--- config.mk ---
export PLATFORM = sky130hd
export DESIGN_NAME = bc2_block_decoder_flat
export DESIGN_NICKNAME = d
export VERILOG_FILES = /design/src/rtl/bc2_pkg.sv /design/src/rtl/bc2_req_if.sv /design/src/rtl/bc2_rsp_if.sv /design/src/rtl/bc2_texel_sel.sv /design/src/rtl/bc2_chan_scale.sv /design/src/rtl/bc2_block_decoder.sv /design/src/flat_wrapper.sv
export SDC_FILE = /design/constraint.sdc
export NUM_CORES = 1
export LEC_CHECK = 0
export ABC_AREA = 1
export BUFFER_PORTS_ARGS = -buffer_cell sky130_fd_sc_hd__clkbuf_2
export CAP_MARGIN = 0
export CORE_UTILIZATION = 50
export CTS_BUF_LIST = sky130_fd_sc_hd__clkbuf_16
export CTS_CLUSTER_SIZE = 16
export DETAILED_ROUTE_END_ITERATION = 16
export HOLD_SLACK_MARGIN = 0.06
export PLACE_DENSITY_LB_ADDON = 0.3
export SLEW_MARGIN = 20
export SYNTH_ARGS = -nofsm -noshare
export SYNTH_HDL_FRONTEND = slang
export SYNTH_SLANG_ARGS = --single-unit
--- constraint.sdc ---
create_clock -name clock -period 14.4 [get_ports clock]
set_clock_uncertainty 0.2 [all_clocks]
set_input_delay 0.72 -clock clock [delete_from_list [all_inputs] [get_ports clock]]
set_output_delay 0.72 -clock clock [all_outputs]
set_load 0.005 [all_outputs]
--- src/rtl/bc2_pkg.sv ---
// Shared types, constants and palette helpers for the BC2 block decoder.
// No dependencies; every other file in rtl/ imports this package.
package bc2_pkg;

   localparam int ALPHA_W = 64;
   localparam int ENDP_W  = 16;
   localparam int INDEX_W = 32;
   localparam int POS_W   = 4;
   localparam int CHAN_W  = 8;
   localparam int NUM_W   = 8;   // 3 * 63 = 189 at most
   localparam int SCALED_W = 14; // 189 * 85 = 16065 at most

   localparam logic [POS_W-1:0] LAST_TEXEL = 4'd15;

   // Palette index codes
   localparam logic [1:0] SEL_EP_A   = 2'd0;
   localparam logic [1:0] SEL_EP_B   = 2'd1;
   localparam logic [1:0] SEL_BLEND1 = 2'd2;

   // x / 31 and x / 63 by reciprocal, 16 fractional bits, rounded down
   localparam logic [11:0] RECIP_31 = 12'd2114;
   localparam logic [11:0] RECIP_63 = 12'd1040;
   localparam int          RECIP_SH = 16;
   localparam logic [5:0]  DIV_5BIT = 6'd31;
   localparam logic [5:0]  DIV_6BIT = 6'd63;
   localparam logic [6:0]  SCALE_K  = 7'd85;

   typedef struct packed {
      logic [ALPHA_W-1:0] alpha_bits;
      logic [ENDP_W-1:0]  endpoint_a;
      logic [ENDP_W-1:0]  endpoint_b;
      logic [INDEX_W-1:0] index_bits;
   } block_type;

   typedef struct packed {
      logic [POS_W-1:0] texel_position;
      logic             last;
      logic [3:0]       alpha4;
   } side_type;

   typedef struct packed {
      side_type         side;
      logic [NUM_W-1:0] num_red;
      logic [NUM_W-1:0] num_green;
      logic [NUM_W-1:0] num_blue;
   } texel_type;

   // Palette numerator over 3*max: endpoints scaled by three, blends 2:1 and 1:2
   function automatic logic [NUM_W-1:0] blend_num(input logic [5:0] c0,
                                                  input logic [5:0] c1,
                                                  input logic [1:0] sel);
      logic [NUM_W-1:0] a;
      logic [NUM_W-1:0] b;
      logic [NUM_W-1:0] n;
      a = NUM_W'(c0);
      b = NUM_W'(c1);
      case (sel)
         SEL_EP_A:   n = (a << 1) + a;
         SEL_EP_B:   n = (b << 1) + b;
         SEL_BLEND1: n = (a << 1) + b;
         default:    n = a + (b << 1);
      endcase
      return n;
   endfunction

endpackage

--- src/rtl/bc2_req_if.sv ---
// Block channel carrying one compressed BC2 block per beat.
// Depends on bc2_pkg for field widths.
interface bc2_req_if import bc2_pkg::*; ();
   logic               valid;
   logic               ready;
   logic [ALPHA_W-1:0] alpha_bits;
   logic [ENDP_W-1:0]  endpoint_a;
   logic [ENDP_W-1:0]  endpoint_b;
   logic [INDEX_W-1:0] index_bits;

   modport source (output valid, alpha_bits, endpoint_a, endpoint_b, index_bits,
                   input ready);
   modport sink   (input valid, alpha_bits, endpoint_a, endpoint_b, index_bits,
                   output ready);
endinterface

--- src/rtl/bc2_rsp_if.sv ---
// Texel channel carrying one decoded RGBA texel per beat.
// Depends on bc2_pkg for field widths.
interface bc2_rsp_if import bc2_pkg::*; ();
   logic              valid;
   logic              ready;
   logic [POS_W-1:0]  texel_position;
   logic [CHAN_W-1:0] red;
   logic [CHAN_W-1:0] green;
   logic [CHAN_W-1:0] blue;
   logic [CHAN_W-1:0] alpha;
   logic              last;

   modport source (output valid, texel_position, red, green, blue, alpha, last,
                   input ready);
   modport sink   (input valid, texel_position, red, green, blue, alpha, last,
                   output ready);
endinterface

--- src/rtl/bc2_texel_sel.sv ---
// Block buffer and texel sequencer: holds one block, walks its 16 texels and
// registers each texel's palette numerators and alpha nibble. Uses bc2_pkg, bc2_req_if.
module bc2_texel_sel import bc2_pkg::*; (
   input  logic        clock,
   input  logic        reset,
   input  logic        advance,
   bc2_req_if.sink     req_bus,
   output logic        s1_valid,
   output texel_type   s1_data
);

   logic             blk_valid_ff, blk_valid_in;
   block_type        blk_ff;
   logic [POS_W-1:0] cnt_ff, cnt_in;
   logic             s1_valid_ff, s1_valid_in;
   texel_type        s1_ff, s1_in;
   logic             take;
   logic             final_out;
   logic [1:0]       sel;

   assign final_out = blk_valid_ff && advance && (cnt_ff == LAST_TEXEL);
   assign req_bus.ready = !blk_valid_ff || final_out;
   assign take = req_bus.valid && req_bus.ready;

   always_comb begin
      blk_valid_in = blk_valid_ff;
      cnt_in       = cnt_ff;
      if (take) begin
         blk_valid_in = 1'b1;
         cnt_in       = '0;
      end else if (final_out) begin
         blk_valid_in = 1'b0;
      end else if (blk_valid_ff && advance) begin
         cnt_in = cnt_ff + 1'b1;
      end
   end

   // Index offset is texel*2, alpha offset texel*4 in row-major order
   always_comb begin
      sel = blk_ff.index_bits[{cnt_ff, 1'b0} +: 2];
      s1_in.side.texel_position = cnt_ff;
      s1_in.side.last           = (cnt_ff == LAST_TEXEL);
      s1_in.side.alpha4         = blk_ff.alpha_bits[{cnt_ff, 2'b00} +: 4];
      s1_in.num_red   = blend_num({1'b0, blk_ff.endpoint_a[15:11]},
                                  {1'b0, blk_ff.endpoint_b[15:11]}, sel);
      s1_in.num_green = blend_num(blk_ff.endpoint_a[10:5], blk_ff.endpoint_b[10:5], sel);
      s1_in.num_blue  = blend_num({1'b0, blk_ff.endpoint_a[4:0]},
                                  {1'b0, blk_ff.endpoint_b[4:0]}, sel);
      s1_valid_in = advance ? blk_valid_ff : s1_valid_ff;
   end

   always_ff @(posedge clock) begin
      if (reset) begin
         blk_valid_ff <= 1'b0;
         cnt_ff       <= '0;
         s1_valid_ff  <= 1'b0;
      end else begin
         blk_valid_ff <= blk_valid_in;
         cnt_ff       <= cnt_in;
         s1_valid_ff  <= s1_valid_in;
      end
   end

   always_ff @(posedge clock) begin
      if (take) begin
         blk_ff <= block_type'{req_bus.alpha_bits, req_bus.endpoint_a,
                               req_bus.endpoint_b, req_bus.index_bits};
      end
      if (advance) begin
         s1_ff <= s1_in;
      end
   end

   assign s1_valid = s1_valid_ff;
   assign s1_data  = s1_ff;

   a_take_only_at_end: assert property (@(posedge clock) disable iff (reset)
      (take && blk_valid_ff) |-> (advance && cnt_ff == LAST_TEXEL))
      else $error("new block taken before the held block was fully issued");

   a_cnt_zero_after_take: assert property (@(posedge clock) disable iff (reset)
      take |=> (blk_valid_ff && cnt_ff == '0))
      else $error("texel counter not restarted on a new block");

   a_stall_holds_count: assert property (@(posedge clock) disable iff (reset)
      (!advance && !take) |=> $stable(cnt_ff))
      else $error("texel counter moved during a stall");

endmodule

--- src/rtl/bc2_chan_scale.sv ---
// Three-stage channel scaler: floor(num * 255 / (3 * max)) for 5- or 6-bit
// channels, via x = num*85 then reciprocal divide by 31 or 63. Uses bc2_pkg.
module bc2_chan_scale import bc2_pkg::*; (
   input  logic              clock,
   input  logic              advance,
   input  logic              green_mode,
   input  logic [NUM_W-1:0]  num,
   output logic [CHAN_W-1:0] value
);

   logic [SCALED_W-1:0] x2_ff, x2_in;
   logic                m2_ff;
   logic [SCALED_W-1:0] x3_ff;
   logic [CHAN_W-1:0]   q3_ff, q3_in;
   logic                m3_ff;
   logic [CHAN_W-1:0]   v4_ff, v4_in;
   logic [25:0]         prod;
   logic [SCALED_W-1:0] back;
   logic [SCALED_W-1:0] rem;
   logic [5:0]          divisor;

   assign x2_in = SCALED_W'(num) * SCALED_W'(SCALE_K);

   // Estimate is at most one short of the true quotient
   assign prod  = 26'(x2_ff) * 26'(m2_ff ? RECIP_63 : RECIP_31);
   assign q3_in = prod[RECIP_SH +: CHAN_W];

   assign divisor = m3_ff ? DIV_6BIT : DIV_5BIT;
   assign back    = SCALED_W'(q3_ff) * SCALED_W'(divisor);
   assign rem     = x3_ff - back;
   assign v4_in   = (rem >= SCALED_W'(divisor)) ? q3_ff + 1'b1 : q3_ff;

   always_ff @(posedge clock) begin
      if (advance) begin
         x2_ff <= x2_in;
         m2_ff <= green_mode;
         x3_ff <= x2_ff;
         q3_ff <= q3_in;
         m3_ff <= m2_ff;
         v4_ff <= v4_in;
      end
   end

   assign value = v4_ff;

endmodule

--- src/rtl/bc2_block_decoder.sv ---
// Top level of the BC2 (DXT3) block decoder: block sequencer, three channel
// scalers and the side-band pipeline. Uses bc2_pkg, bc2_req_if, bc2_rsp_if.
//
//   channel   dir   beat                                      handshake
//   req_bus   in    one 16-byte block (alpha, endpoints, idx)  valid/ready
//   rsp_bus   out   one texel: position, R, G, B, A, last       valid/ready
//
// One block beat yields 16 texel beats, one per cycle while rsp_bus does not stall;
// the single-texel issue of the block buffer sets that rate.
// From a block beat to its first texel the data is registered in the buffer,
// select, scale, reciprocal and correction stages in that order.
// Synchronous active-high reset clears valid bits and the texel counter only.
// A stall on rsp_bus freezes every stage, though an empty block buffer still takes a
// block; the next block is taken in the cycle its predecessor's final texel leaves it.
module bc2_block_decoder import bc2_pkg::*; (
   input  logic     clock,
   input  logic     reset,
   bc2_req_if.sink  req_bus,
   bc2_rsp_if.source rsp_bus
);

   logic      advance;
   logic      s1_valid;
   texel_type s1_data;

   logic      v2_ff, v3_ff, v4_ff;
   side_type  sb2_ff, sb3_ff, sb4_ff;

   logic [CHAN_W-1:0] red_val, green_val, blue_val;

   // Advance the whole pipe unless the output holds a beat nobody takes
   assign advance = !v4_ff || rsp_bus.ready;

   bc2_texel_sel u_sel (
      .clock    (clock),
      .reset    (reset),
      .advance  (advance),
      .req_bus  (req_bus),
      .s1_valid (s1_valid),
      .s1_data  (s1_data)
   );

   bc2_chan_scale u_red (
      .clock      (clock),
      .advance    (advance),
      .green_mode (1'b0),
      .num        (s1_data.num_red),
      .value      (red_val)
   );

   bc2_chan_scale u_green (
      .clock      (clock),
      .advance    (advance),
      .green_mode (1'b1),
      .num        (s1_data.num_green),
      .value      (green_val)
   );

   bc2_chan_scale u_blue (
      .clock      (clock),
      .advance    (advance),
      .green_mode (1'b0),
      .num        (s1_data.num_blue),
      .value      (blue_val)
   );

   // Valid bits and side-band fields travel in step with the scalers
   always_ff @(posedge clock) begin
      if (reset) begin
         v2_ff <= 1'b0;
         v3_ff <= 1'b0;
         v4_ff <= 1'b0;
      end else if (advance) begin
         v2_ff <= s1_valid;
         v3_ff <= v2_ff;
         v4_ff <= v3_ff;
      end
   end

   always_ff @(posedge clock) begin
      if (advance) begin
         sb2_ff <= s1_data.side;
         sb3_ff <= sb2_ff;
         sb4_ff <= sb3_ff;
      end
   end

   assign rsp_bus.valid          = v4_ff;
   assign rsp_bus.texel_position = sb4_ff.texel_position;
   assign rsp_bus.red            = red_val;
   assign rsp_bus.green          = green_val;
   assign rsp_bus.blue           = blue_val;
   assign rsp_bus.alpha          = {sb4_ff.alpha4, sb4_ff.alpha4}; // a4 * 17
   assign rsp_bus.last           = sb4_ff.last;

   a_last_at_end: assert property (@(posedge clock) disable iff (reset)
      rsp_bus.valid |-> (rsp_bus.last == (rsp_bus.texel_position == LAST_TEXEL)))
      else $error("last mark not on the final texel of a block");

   a_stage_moves: assert property (@(posedge clock) disable iff (reset)
      (advance && v3_ff) |=> (v4_ff && sb4_ff == $past(sb3_ff)))
      else $error("texel lost between side-band stages");

   a_stall_freezes: assert property (@(posedge clock) disable iff (reset)
      (!advance && v2_ff) |=> (v2_ff && $stable(sb2_ff)))
      else $error("pipeline stage changed during a stall");

endmodule
--- src/flat_wrapper.sv ---
// flat-port wrapper written by rule: the top's interface ports become plain ports
module bc2_block_decoder_flat import bc2_pkg::*;
  (clock, reset, req_bus_valid, req_bus_alpha_bits, req_bus_endpoint_a, req_bus_endpoint_b, req_bus_index_bits, req_bus_ready, rsp_bus_valid, rsp_bus_texel_position, rsp_bus_red, rsp_bus_green, rsp_bus_blue, rsp_bus_alpha, rsp_bus_last, rsp_bus_ready);
  bc2_req_if req_bus_i ();
  bc2_rsp_if rsp_bus_i ();
  input  logic clock;
  input  logic reset;
  input wire logic [$bits(req_bus_i.valid)-1:0] req_bus_valid;
  input wire logic [$bits(req_bus_i.alpha_bits)-1:0] req_bus_alpha_bits;
  input wire logic [$bits(req_bus_i.endpoint_a)-1:0] req_bus_endpoint_a;
  input wire logic [$bits(req_bus_i.endpoint_b)-1:0] req_bus_endpoint_b;
  input wire logic [$bits(req_bus_i.index_bits)-1:0] req_bus_index_bits;
  output wire logic [$bits(req_bus_i.ready)-1:0] req_bus_ready;
  output wire logic [$bits(rsp_bus_i.valid)-1:0] rsp_bus_valid;
  output wire logic [$bits(rsp_bus_i.texel_position)-1:0] rsp_bus_texel_position;
  output wire logic [$bits(rsp_bus_i.red)-1:0] rsp_bus_red;
  output wire logic [$bits(rsp_bus_i.green)-1:0] rsp_bus_green;
  output wire logic [$bits(rsp_bus_i.blue)-1:0] rsp_bus_blue;
  output wire logic [$bits(rsp_bus_i.alpha)-1:0] rsp_bus_alpha;
  output wire logic [$bits(rsp_bus_i.last)-1:0] rsp_bus_last;
  input wire logic [$bits(rsp_bus_i.ready)-1:0] rsp_bus_ready;
  assign req_bus_i.valid = req_bus_valid;
  assign req_bus_i.alpha_bits = req_bus_alpha_bits;
  assign req_bus_i.endpoint_a = req_bus_endpoint_a;
  assign req_bus_i.endpoint_b = req_bus_endpoint_b;
  assign req_bus_i.index_bits = req_bus_index_bits;
  assign req_bus_ready = req_bus_i.ready;
  assign rsp_bus_valid = rsp_bus_i.valid;
  assign rsp_bus_texel_position = rsp_bus_i.texel_position;
  assign rsp_bus_red = rsp_bus_i.red;
  assign rsp_bus_green = rsp_bus_i.green;
  assign rsp_bus_blue = rsp_bus_i.blue;
  assign rsp_bus_alpha = rsp_bus_i.alpha;
  assign rsp_bus_last = rsp_bus_i.last;
  assign rsp_bus_i.ready = rsp_bus_ready;
  bc2_block_decoder u_core (.clock(clock), .reset(reset), .req_bus(req_bus_i), .rsp_bus(rsp_bus_i));
endmodule
# After elaboration in Yosys (flattened, before gate mapping)
# Index checks and enable logic that the tools add are counted.
[totals] reg_bits=329 latchBits=0 ramBits=0 rom_bits=0 inputBits=132 word_cells=93 mem_count=0
[classes] n_addsub=19 n_mul=9 div=0 order_cmp=3 n_eq_ne=3 shifts=2 n_mux=8 bitwise_logic=1 reduce_logical=11
[ops] operator="$shiftx 64x7->4" count=1
[ops] operator="$mul 14x11->23 const B" count=2
[ops] operator="$add 6x5->7" count=6
[ops] operator="$mul 8x7->14 const B" count=3
[ops] operator="$pmux 7 s3" count=2
[ops] operator="$shiftx 32x6->2" count=1
[ops] operator="$ge 14x5->1 const B" count=2
[ops] operator="$sub 14x13->14" count=2
[ops] operator="$mul 8x5->13 const B" count=2
[ops] operator="$add 7x6->8" count=3
[ops] operator="$add 8x1->8 const B" count=3
[ops] operator="$mux 8" count=3
[ops] operator="$pmux 8 s3" count=1
[ops] operator="$mul 14x7->20 const B" count=1
[ops] operator="$add 5x6->7" count=2
[ops] operator="$ge 14x6->1 const B" count=1
[ops] operator="$mul 8x6->14 const B" count=1
[ops] operator="$sub 14x14->14" count=1
[ops] operator="$add 6x7->8" count=1
[ops] operator="$add 4x1->4 const B" count=1
[ops] operator="$eq 4x4->1 const B" count=1
[ops] operator="$logic_and 1x1->1" count=3
[ops] operator="$eq 2x1->1 const B" count=1
[ops] operator="$eq 2x2->1 const B" count=1
[ops] operator="other kinds (8)" count=11

# Depth between registers and ports, before layout
[depth] word_depth=7 depth_mapped=23 mapped_depth_nobuf=23

# Hierarchy
# Synthesis repeated with hierarchy kept, for this count alone.
[hier_totals] hier_cells=3121 area_unflattened_um2=29041.6
[by_module_without_submodules] module="bc2_texel_sel" n_inst=1 cells_per_inst=733 area_per_inst_um2=7797.5 seq_area_each_um2=4894.7
[by_module_without_submodules] module="bc2_chan_scale (u_core.u_blue)" n_inst=1 cells_per_inst=789 area_per_inst_um2=6807.8 seq_area_each_um2=1381.3
[by_module_without_submodules] module="bc2_chan_scale (u_core.u_red)" n_inst=1 cells_per_inst=778 area_per_inst_um2=6756.5 seq_area_each_um2=1381.3
[by_module_without_submodules] module="bc2_chan_scale (u_core.u_green)" n_inst=1 cells_per_inst=769 area_per_inst_um2=6705.2 seq_area_each_um2=1381.3
[by_module_without_submodules] module="bc2_block_decoder" n_inst=1 cells_per_inst=52 area_per_inst_um2=974.7 seq_area_each_um2=870.8

# Worst setup path after synthesis
# OpenSTA, ideal clock, no wires.
[synth_path] kind="input to register" start="input rsp_bus_ready" end="register u_core.u_sel.cnt_ff[2]" setup_time_ns=0.127 arrival_ns=10.891 t_required_ns=14.073 slack_ns=3.183 stages=6 cell_sequence="nor2_2 inv_1 a21oi_1 nor2_1 or2_1 a211oi_1"
[synth_via] elab_chain_cells=6 elab_cells_between_ends=8
[synth_lines] item="from (decl)" line_no="flat_wrapper.sv:21" rtl="input wire logic [$bits(rsp_bus_i.ready)-1:0] rsp_bus_ready;"
[synth_lines] item="$logic_or 1x1->1 *" line_no="bc2_block_decoder.sv:32" rtl="assign advance = !v4_ff || rsp_bus.ready;"
[synth_lines] item="$logic_and 1x1->1 *" line_no="bc2_texel_sel.sv:21, bc2_texel_sel.sv:33"
[synth_lines] item="$logic_and 1x1->1" line_no="bc2_texel_sel.sv:21" rtl="assign final_out = blk_valid_ff && advance && (cnt_ff == LAST_TEXEL);"
[synth_lines] item="$logic_or 1x1->1" line_no="bc2_texel_sel.sv:22" rtl="assign req_bus.ready = !blk_valid_ff || final_out;"
[synth_lines] item="$logic_and 1x1->1" line_no="bc2_texel_sel.sv:23" rtl="assign take = req_bus.valid && req_bus.ready;"
[synth_lines] item="$reduce_or 2->1 (no line)"
[synth_lines] item="to (signal assigned)" line_no="bc2_texel_sel.sv:59" rtl="cnt_ff <= cnt_in;"
[synth_lines] item="to (decl)" line_no="bc2_texel_sel.sv:14" rtl="logic [POS_W-1:0] cnt_ff, cnt_in;"
# Every way passes the cells marked *; elsewhere a longest branch is shown, timed or not.
# A chain may end at the register's enable or synchronous reset.

# Worst setup path after layout
[layout_path] start="register u_core.u_green.q3_ff[0]" end="register u_core.u_green.v4_ff[4] (netlist: u_core.u_green.value[4]), data pin"
[layout_via] elab_chain_cells=4 elab_cells_between_ends=5
[layout_lines] item="from (decl)" line_no="bc2_chan_scale.sv:14" rtl="logic [CHAN_W-1:0] q3_ff, q3_in;"
[layout_lines] item="from (signal assigned)" line_no="bc2_chan_scale.sv:38" rtl="q3_ff <= q3_in;"
[layout_lines] item="$mul 8x6->14" line_no="bc2_chan_scale.sv:29" rtl="assign back = SCALED_W'(q3_ff) * SCALED_W'(divisor);"
[layout_lines] item="$sub 14x14->14" line_no="bc2_chan_scale.sv:30" rtl="assign rem = x3_ff - back;"
[layout_lines] item="$ge 14x6->1" line_no="bc2_chan_scale.sv:31" rtl="assign v4_in = (rem >= SCALED_W'(divisor)) ? q3_ff + 1'b1 : q3_ff;"
[layout_lines] item="$mux 8 *" line_no="bc2_chan_scale.sv:31"
[layout_lines] item="net u_core.u_green.v4_in[4]" line_no="bc2_chan_scale.sv:16" rtl="logic [CHAN_W-1:0] v4_ff, v4_in;"
[layout_lines] item="to (signal assigned)" line_no="bc2_chan_scale.sv:40" rtl="v4_ff <= v4_in;"
[layout_lines] item="to (decl)" line_no="bc2_chan_scale.sv:16"
# Mark *: on every way through the listed nets, which the timed path passes. The rest lies on a longest branch.

==> impl_metrics.env <==
export IMPL_cts_root_buf="clkbuf_16"
export IMPL_hold_viol_final=0
export IMPL_io_pin_count=171
export IMPL_layout_cells_non_filler=3274
export IMPL_crit_fanout=10
export IMPL_vias_per_cell=5.16
export IMPL_ys_flop_type="edfxtp_1"
export IMPL_drt_drc_violations_left=0
export IMPL_max_slew_margin=0.343
export IMPL_setup_viol_count_final=0
export IMPL_cts_hold_buffers=0
export IMPL_portBuffers=170
export IMPL_final_cell_mix="478 x nand2_1, 455 x inv_1, 339 x ha_1, 318 x edfxtp_1, 170 x clkbuf_2"
export IMPL_setup_tns_ns=0
export IMPL_clock_latency_ns=0.57
export IMPL_die_area_sq_mm=0.0489
export IMPL_grt_pass1_vias=17100
export IMPL_finalWirelength_microns=47900
export IMPL_worst_slew_pin_slew_ns=0.985
export IMPL_synth_edf_count=318
export IMPL_seq_area_frac_synth=0.405
export IMPL_cp_required_ns=14.50
export IMPL_initial_core_util=0.511
export IMPL_clk_pin_slew_ns=0.06
export IMPL_gr_total_overflow=0
export IMPL_seq_area_sq_mm=0.00973
export IMPL_final_common_cell="nand2_1"
export IMPL_clock_path_buffers=3
export IMPL_grt_setup_unrepaired="no"
export IMPL_holdWs_ns=0.121
export IMPL_placed_cell_area_sq_mm=0.0255
export IMPL_core_sq_mm=0.0470
export IMPL_synth_distinct_cells=49
export IMPL_final_nets=3216
export IMPL_grt_usage=0.202
export IMPL_n_fill_cell=4034
export IMPL_fmax_mhz=198
export IMPL_wl_per_cell_microns=14.6
export IMPL_diodes=0
export IMPL_numCtsBuffers=39
export IMPL_end_kind="register"
export IMPL_placed_cells=3202
export IMPL_clock_sinks=327
export IMPL_min_period_over_period=0.350
export IMPL_cts_tree="done"
export IMPL_cts_max_level=2
export IMPL_dp_hpwl_microns=38300
export IMPL_period_minus_slack_ns=5.04
export IMPL_postLayoutCellArea_sq_mm=0.0268
export IMPL_vias=16900
export IMPL_synth_area_per_cell_sq_um=9.80
export IMPL_post_cts_setup_buffer_count=0
export IMPL_worstHoldPathType="primary input to register"
export IMPL_syn_area_sq_mm=0.0240
export IMPL_worstSetupPathType="register to register"
export IMPL_firstDrtPassIters=5
export IMPL_ctsResizeCount=0
export IMPL_syn_nets=3028
export IMPL_gp_congestion=0.903
export IMPL_ys_ff_latch=327
export IMPL_initialDrtViolationCount=951
export IMPL_drv_slew=0
export IMPL_multiInputGateArea_sq_mm=0.0124
export IMPL_synthCells=2449
export IMPL_synthArstFlopShare=0
export IMPL_grt_max_degree=110
export IMPL_antenna_found_initial=0
export IMPL_maxCapViolations=0
export IMPL_status="completed"
export IMPL_fp_dieW_microns=221
export IMPL_drt_antenna_violating_nets=0
export IMPL_syn_to_final_growth_pct=11.7
export IMPL_rows=79
export IMPL_cp_start_kind="register"
export IMPL_crit_arrival_ns=5.14
export IMPL_drive_above_1_share=0.105
export IMPL_grt_pass1_wl_microns=80900
export IMPL_die_y_microns=221
export IMPL_yosysWarnings=0
metrics by stage:
stage / setup slack, ns / util
after global placement: 9.46 / 0.544
after CTS: 9.38 / 0.570
final: 9.36 / 0.571
after global routing: 9.05 / 0.571
after detailed placement: 9.41 / 0.544
after floorplan: 3.18 / -
cell type report:
class / count / share of cell area
Clock buffer: 39 / 0.0364
Multi-Input combinational cell: 1636 / 0.464
Tap cell: 607 / 0.0283
Timing Repair Buffer: 176 / 0.0342
Sequential cell: 327 / 0.363
Inverter: 457 / 0.0643
Clock inverter: 32 / 0.0100
state kept, by name (all words and copies together) (netlist names), 8 cells and up:
name	cells
u_core.u_blue.x2_ff	14
u_core.u_blue.q3_ff	8
u_core.u_red.x3_ff	14
u_core.u_red.q3_ff	8
u_core.sb3_ff	9
u_core.sb2_ff	9
u_core.u_green.q3_ff	8
u_core.u_green.x3_ff	14
u_core.u_sel.blk_ff	128
u_core.u_red.x2_ff	14
u_core.u_green.value	8
u_core.u_blue.x3_ff	14
u_core.u_green.x2_ff	14
u_core.u_blue.value	8
u_core.u_sel.s1_data	31
u_core.u_red.value	8
cell usage after synthesis, drive strengths merged (24+ instances only):
cell type	count	area, sq um
a21oi	91	455
ha	339	4240
o21ai	107	536
xor2	71	622
nand2	491	1880
inv	456	1710
nand3	79	453
fa	108	2160
edfxtp	318	9550
nand4	45	297
nor2	161	718
xnor2	24	210
critical path, cell delays in order, from the launching register on:
cell and delay, ns:
edfxtp_1 0.53, inv_1 0.19, fa_1 0.56, inv_1 0.06
fa_1 0.51, fa_1 0.52, fa_1 0.51, inv_1 0.04
ha_1 0.34, nand2_1 0.12, nor2_1 0.19, nand2_1 0.08
nand2_1 0.08, xnor2_1 0.11, nand2_1 0.10, nor2_4 0.30
nand3_4 0.16, nand2_1 0.10, nand2_1 0.07
cell families after synthesis:
family | count (synthesis) | share of synthesized area
DFF | 327 | 0.405
adders and majority gates | 447 | 0.267
AOI/OAI and AO/OA | 288 | 0.0692
and+or+nand+nor | 806 | 0.147
buffers and inverters | 486 | 0.0767
xor gates and xnor gates | 95 | 0.0347
per-layer routing:
| metal | wire [microns] | global-route usage |
|---|---|---|
| met4 | 1380 | 0.0711 |
| met3 | 2620 | 0.0397 |
| met2 | 23000 | 0.349 |
| met1 | 21000 | 0.250 |
| met5 | 0 | 0 |
worst paths after layout:
| check | startpoint | endpoint | slack [ns] | cells past startpoint |
|---|---|---|---|---|
| max | u_core.u_green.q3_ff[0] | u_core.u_green.value[4] | 9.36 | 18 |
| min reg2reg | u_core.sb2_ff[7] | u_core.sb3_ff[7] | 0.21 | 0 |
| min | req_bus_endpoint_b[11] | u_core.u_sel.blk_ff[43] | 0.12 | 1 |
| max reg2reg | u_core.u_green.q3_ff[0] | u_core.u_green.value[4] | 9.36 | 18 |
Power is left out: the tool's default activity adds up to more than one toggle a clock period on the data nets, which glitch-free logic cannot reach.
